--- config.mk ---
export PLATFORM = sky130hd
export DESIGN_NAME = rat_ram
export DESIGN_NICKNAME = d
export VERILOG_FILES = /design/src/hdl/rat_ram.sv
export SDC_FILE = /design/constraint.sdc
export NUM_CORES = 1
export LEC_CHECK = 0
export BUFFER_PORTS_ARGS = -buffer_cell sky130_fd_sc_hd__buf_2
export CAP_MARGIN = 40
export CORE_MARGIN = 1.5
export CORE_UTILIZATION = 58
export CTS_BUF_LIST = sky130_fd_sc_hd__clkbuf_4
export CTS_CLUSTER_DIAMETER = 40
export DETAILED_ROUTE_END_ITERATION = 8
export PLACE_DENSITY = 0.77
export RECOVER_POWER = 100
export SETUP_SLACK_MARGIN = 0.3
export SLEW_MARGIN = 20
export SYNTH_ARGS = -nofsm -noshare
export SYNTH_HDL_FRONTEND = slang
export SYNTH_SLANG_ARGS = --single-unit
--- constraint.sdc ---
create_clock -name clock -period 2.66 [get_ports clock]
set_input_delay 0.532 -clock clock [delete_from_list [all_inputs] [get_ports clock]]
set_output_delay 0.532 -clock clock [all_outputs]
set_load 0.005 [all_outputs]
--- src/hdl/rat_ram.sv ---
// Generic single-write, single-read synchronous RAM with registered read.
// Depends on nothing.
`default_nettype none
module rat_ram #(
   parameter int WIDTH = 8,
   parameter int DEPTH = 32
) (
   input  wire logic                     clock,
   input  wire logic                     we,
   input  wire logic [$clog2(DEPTH)-1:0] waddr,
   input  wire logic [WIDTH-1:0]         wdata,
   input  wire logic [$clog2(DEPTH)-1:0] raddr,
   output logic      [WIDTH-1:0]         rdata_ff
);
   logic [WIDTH-1:0] mem [DEPTH];

   always_ff @(posedge clock) begin
      if (we) begin
         mem[waddr] <= wdata;
      end
      rdata_ff <= mem[raddr];
   end
endmodule
`default_nettype wire

# Yosys cells after proc, flatten, opt, wreduce, memory -nomap -nowiden
# Memory sizes are Yosys's and may differ from the RTL's. A register that Yosys moved wholly into a read port is not among the register bits.
# Cells that the tools add are included.
[totals] regBits=0 mem_bits_rw=256 input_bits=20 out_inout_bits=8 wordCells=3 n_memories=1
[classes] mux=2
[memory_table] name="mem" words=32 word_bits=8 rd=1 rd_ports_with_merged_regs=1 wr=1 line="15" rtl="logic [WIDTH-1:0] mem [DEPTH];"
[ops] cell="2-to-1 mux 1 bit" count=2

# Depth between registers and ports, before layout
[logic_depth] ltp_word=2 ltp_mapped=5 ltp_nobuf=3

# Worst setup path after synthesis
# OpenSTA, ideal clock, no wires.
[synth_path] path_kind="input-to-reg" startpoint="in raddr[2]" endpoint="reg rdata_ff[0], read port of mem" setup_ns=0.121 arrival_time_ns=2.214 slack_ns=0.326 cell_stages=5 n_path_buf=2 cell_sequence="clkbuf_1 clkbuf_1 mux4_2 mux4_2 mux2_2"
[synth_lines] element="from (decl)" line="12" rtl="input wire logic [$clog2(DEPTH)-1:0] raddr,"
[synth_lines] element="to (decl)" line="13" rtl="output logic [WIDTH-1:0] rdata_ff"

==> impl_metrics.toml <==
[die]
num_rows = 47
die_h_um = 135
die_x_um = 135
pin_count = 28
initial_core_util = 0.600
dieArea_um2 = 18100
coreArea_um2 = 16800

[clock_network]
cts_hold_buf = 0
cts.clk_slew.worst_paths_ns = 0.07
clk_latency_ns = 0.67
h-tree-depth = 2
cts_resized = 0
clockRootBuffer = "clkbuf_4"
post_cts_buffers = 0
cts_buffers = 61
cts_sinks = 264
cts_tree = "done"
clock_path_buffers = 3

[pwr]
peakVddDrop_mv = 0.423
p_per_area_nw_per_um2 = 713
p_leak_nw = 3.56

[sta]
setup_viol = 0
hold-worst-slack_ns = 0.338
min_period_ns = 1.85
drv_slew = 0
timing.final.crit_share = 0.697
rsz0062_at_grt = "no"
finClkSkew_ns = 0.0474
relSlewSlack = 0.00254
hold_viol = 0
timing.fmax_mhz = 539
final.setup.tns_ns = 0
worstMarginPinSlew_ns = 1.50

[global_routing]
grt_antenna_before_repair = 1
overflow = 0
grt_pass1_vias = 4980
grt_usage = 0.235
grt_max_degree = 41
grt_pass1_wl_um = 30200

[synth]
yosysWarnings = 0
syn_inst = 417
synth_common_cells = "edfxtp_1 (256), mux4_2 (80), nor2_1 (33), dfxtp_1 (8), mux2_2 (8)"
synth_top_area_frac = 0.765
syn_nets = 437
yosysMostFrequentCell = "edfxtp_1"
ys_ff_latch = 264
syn_avg_cell_area_um2 = 24.1
syn_area_um2 = 10100
seq_area_frac_synth = 0.781
yosysTopAreaCell = "edfxtp_1"
yosys-top-cells-area = "edfxtp_1 (76%), mux4_2 (18%), dfxtp_1 (1.6%)"
synth_cell_type_count = 15
synthArstFlopShare = 0
synth_edf_count = 256
ys_dominant_reg_cell = "edfxtp_1"

[critical_path]
rrSetupSlack_ns = 0.81
worst-path-buf-inv = 0
reg2reg_depth = 3
crit_arrival_ns = 2.39
r2r-start = "mem[5][3]$_DFFE_PP_"
crit_family = "multiplexers"
critical_path.most_common_cell = "mux4_2"
end_kind = "register"
cp.required_ns = 3.20
cp_slowest_cell = "mux4_2"
crit_fanout = 1
cp_cell_sequence = "mux4_2 -> mux4_2 -> mux2_2"
timing.rr.end = "rdata_ff[3]$_DFF_P_"
cp-start-kind = "register"
worst-setup-path-type = "register to register"
crit_path_max_incr_delay_ns = 0.54

[place]
gp_congestion = 0.764
dp_hpwl_um = 12200
port_buffers = 27

[finish]
area_growth_pct = 12.4
nets = 547
nFillCells = 1098
drive_above_1_share = 0.343

[drt]
drt_pass1_iterations = 5
first_iter_violations = 515
ant_nets = 0
num_vias = 4773
route.detailed.drc = 0
routedWlPerCell_um = 24.8
wirelength_um = 19600
vias_per_cell = 6.02

[run_status]
status = "finished with violations"
failed_checks = "capacitance limit"

[worst_hold_path]
whs_path_depth = 2
hp-class = "input pin to register"
min_from = "raddr[3]"
whs_endpoint = "rdata_ff[6]$_DFF_P_"

[flow_run]
maxCapViolCount = 1
## layer usage
layer  wire length [um]  GRT usage  vias to the layer above
li1                   -          -                     2045
met1               8300      0.349                     2474
met2               9540      0.358                      238
met3               1570     0.0586                       16
met4                230     0.0651                        0
met5                  0          0                        -
## worst max path at each step
stage / startpoint / endpoint / slack [ns] / cells after the start
floorplan: raddr[2] / rdata_ff[0]$_DFF_P_ / 0.33 / 5
global placement: raddr[0] / rdata_ff[0]$_DFF_P_ / 0.19 / 5
detailed placement: raddr[0] / rdata_ff[2]$_DFF_P_ / 0.16 / 5
CTS: mem[0][3]$_DFFE_PP_ / rdata_ff[3]$_DFF_P_ / 0.78 / 3
global route: mem[0][3]$_DFFE_PP_ / rdata_ff[3]$_DFF_P_ / 0.76 / 3
finish: mem[5][3]$_DFFE_PP_ / rdata_ff[3]$_DFF_P_ / 0.81 / 3
## area by class of cell
cell class | instances | area [um^2] | share of cell area
multi-input combinational | 133 | 2100 | 0.186
sequential | 264 | 7850 | 0.694
tap | 220 | 275 | 0.0244
antenna | 2 | 5.00 | 0.000443
timing repair buffer | 67 | 334 | 0.0296
clock inverter | 25 | 124 | 0.0110
clock buffer | 82 | 616 | 0.0545
## cells in the final DEF, fill, tap and decap left out, types with 5 or more instances in the layout
| cell type | synthesis | routed |
|---|---|---|
| edfxtp_1 | 256 | 256 |
| clkbuf_4 | 0 | 82 |
| mux4_2 | 80 | 80 |
| clkbuf_1 | 6 | 49 |
| nor2_1 | 33 | 33 |
| clkinv_1 | 0 | 20 |
| buf_2 | 1 | 9 |
| mux2_2 | 8 | 8 |
| dfxtp_1 | 8 | 8 |
| buf_4 | 6 | 6 |
| nand3b_1 | 5 | 5 |
## flip-flops by register name, summed over array words and instances, names as in the netlist
register,cells
mem,256
rdata_ff,8
## report_power, final
part	switching [mW]	internal [mW]
combinational	0.239	0.188
sequential	0.0191	4.63
clock	1.45	1.53
total	1.71	6.34
## metrics by stage
step           instance area (um^2)  utilization  setup WS (ns)  cells  total power, mW
2_1_floorplan                 10100            -          0.326    417             4.97
3_3_place_gp                  10700        0.638          0.187    684             5.16
3_5_place_dp                  10700        0.638          0.162    684             5.18
4_1_cts                       11400        0.682          0.785    791             8.13
5_1_grt                       11300        0.674          0.761    793             8.36
6_report                      11300        0.674          0.806    793             8.05
## logic make-up (layout without fill, tap and decap cells)
| kind of cell | Yosys count | count (layout) | synth area share |
|---|---|---|---|
| buffers and inverters | 20 | 174 | 0.0106 |
| DFF | 264 | 264 | 0.781 |
| muxes | 88 | 88 | 0.188 |
| other | 0 | 2 | 0 |
| and+or+nand+nor | 45 | 45 | 0.0207 |
Note: power is estimated with default switching activity, not from simulation.
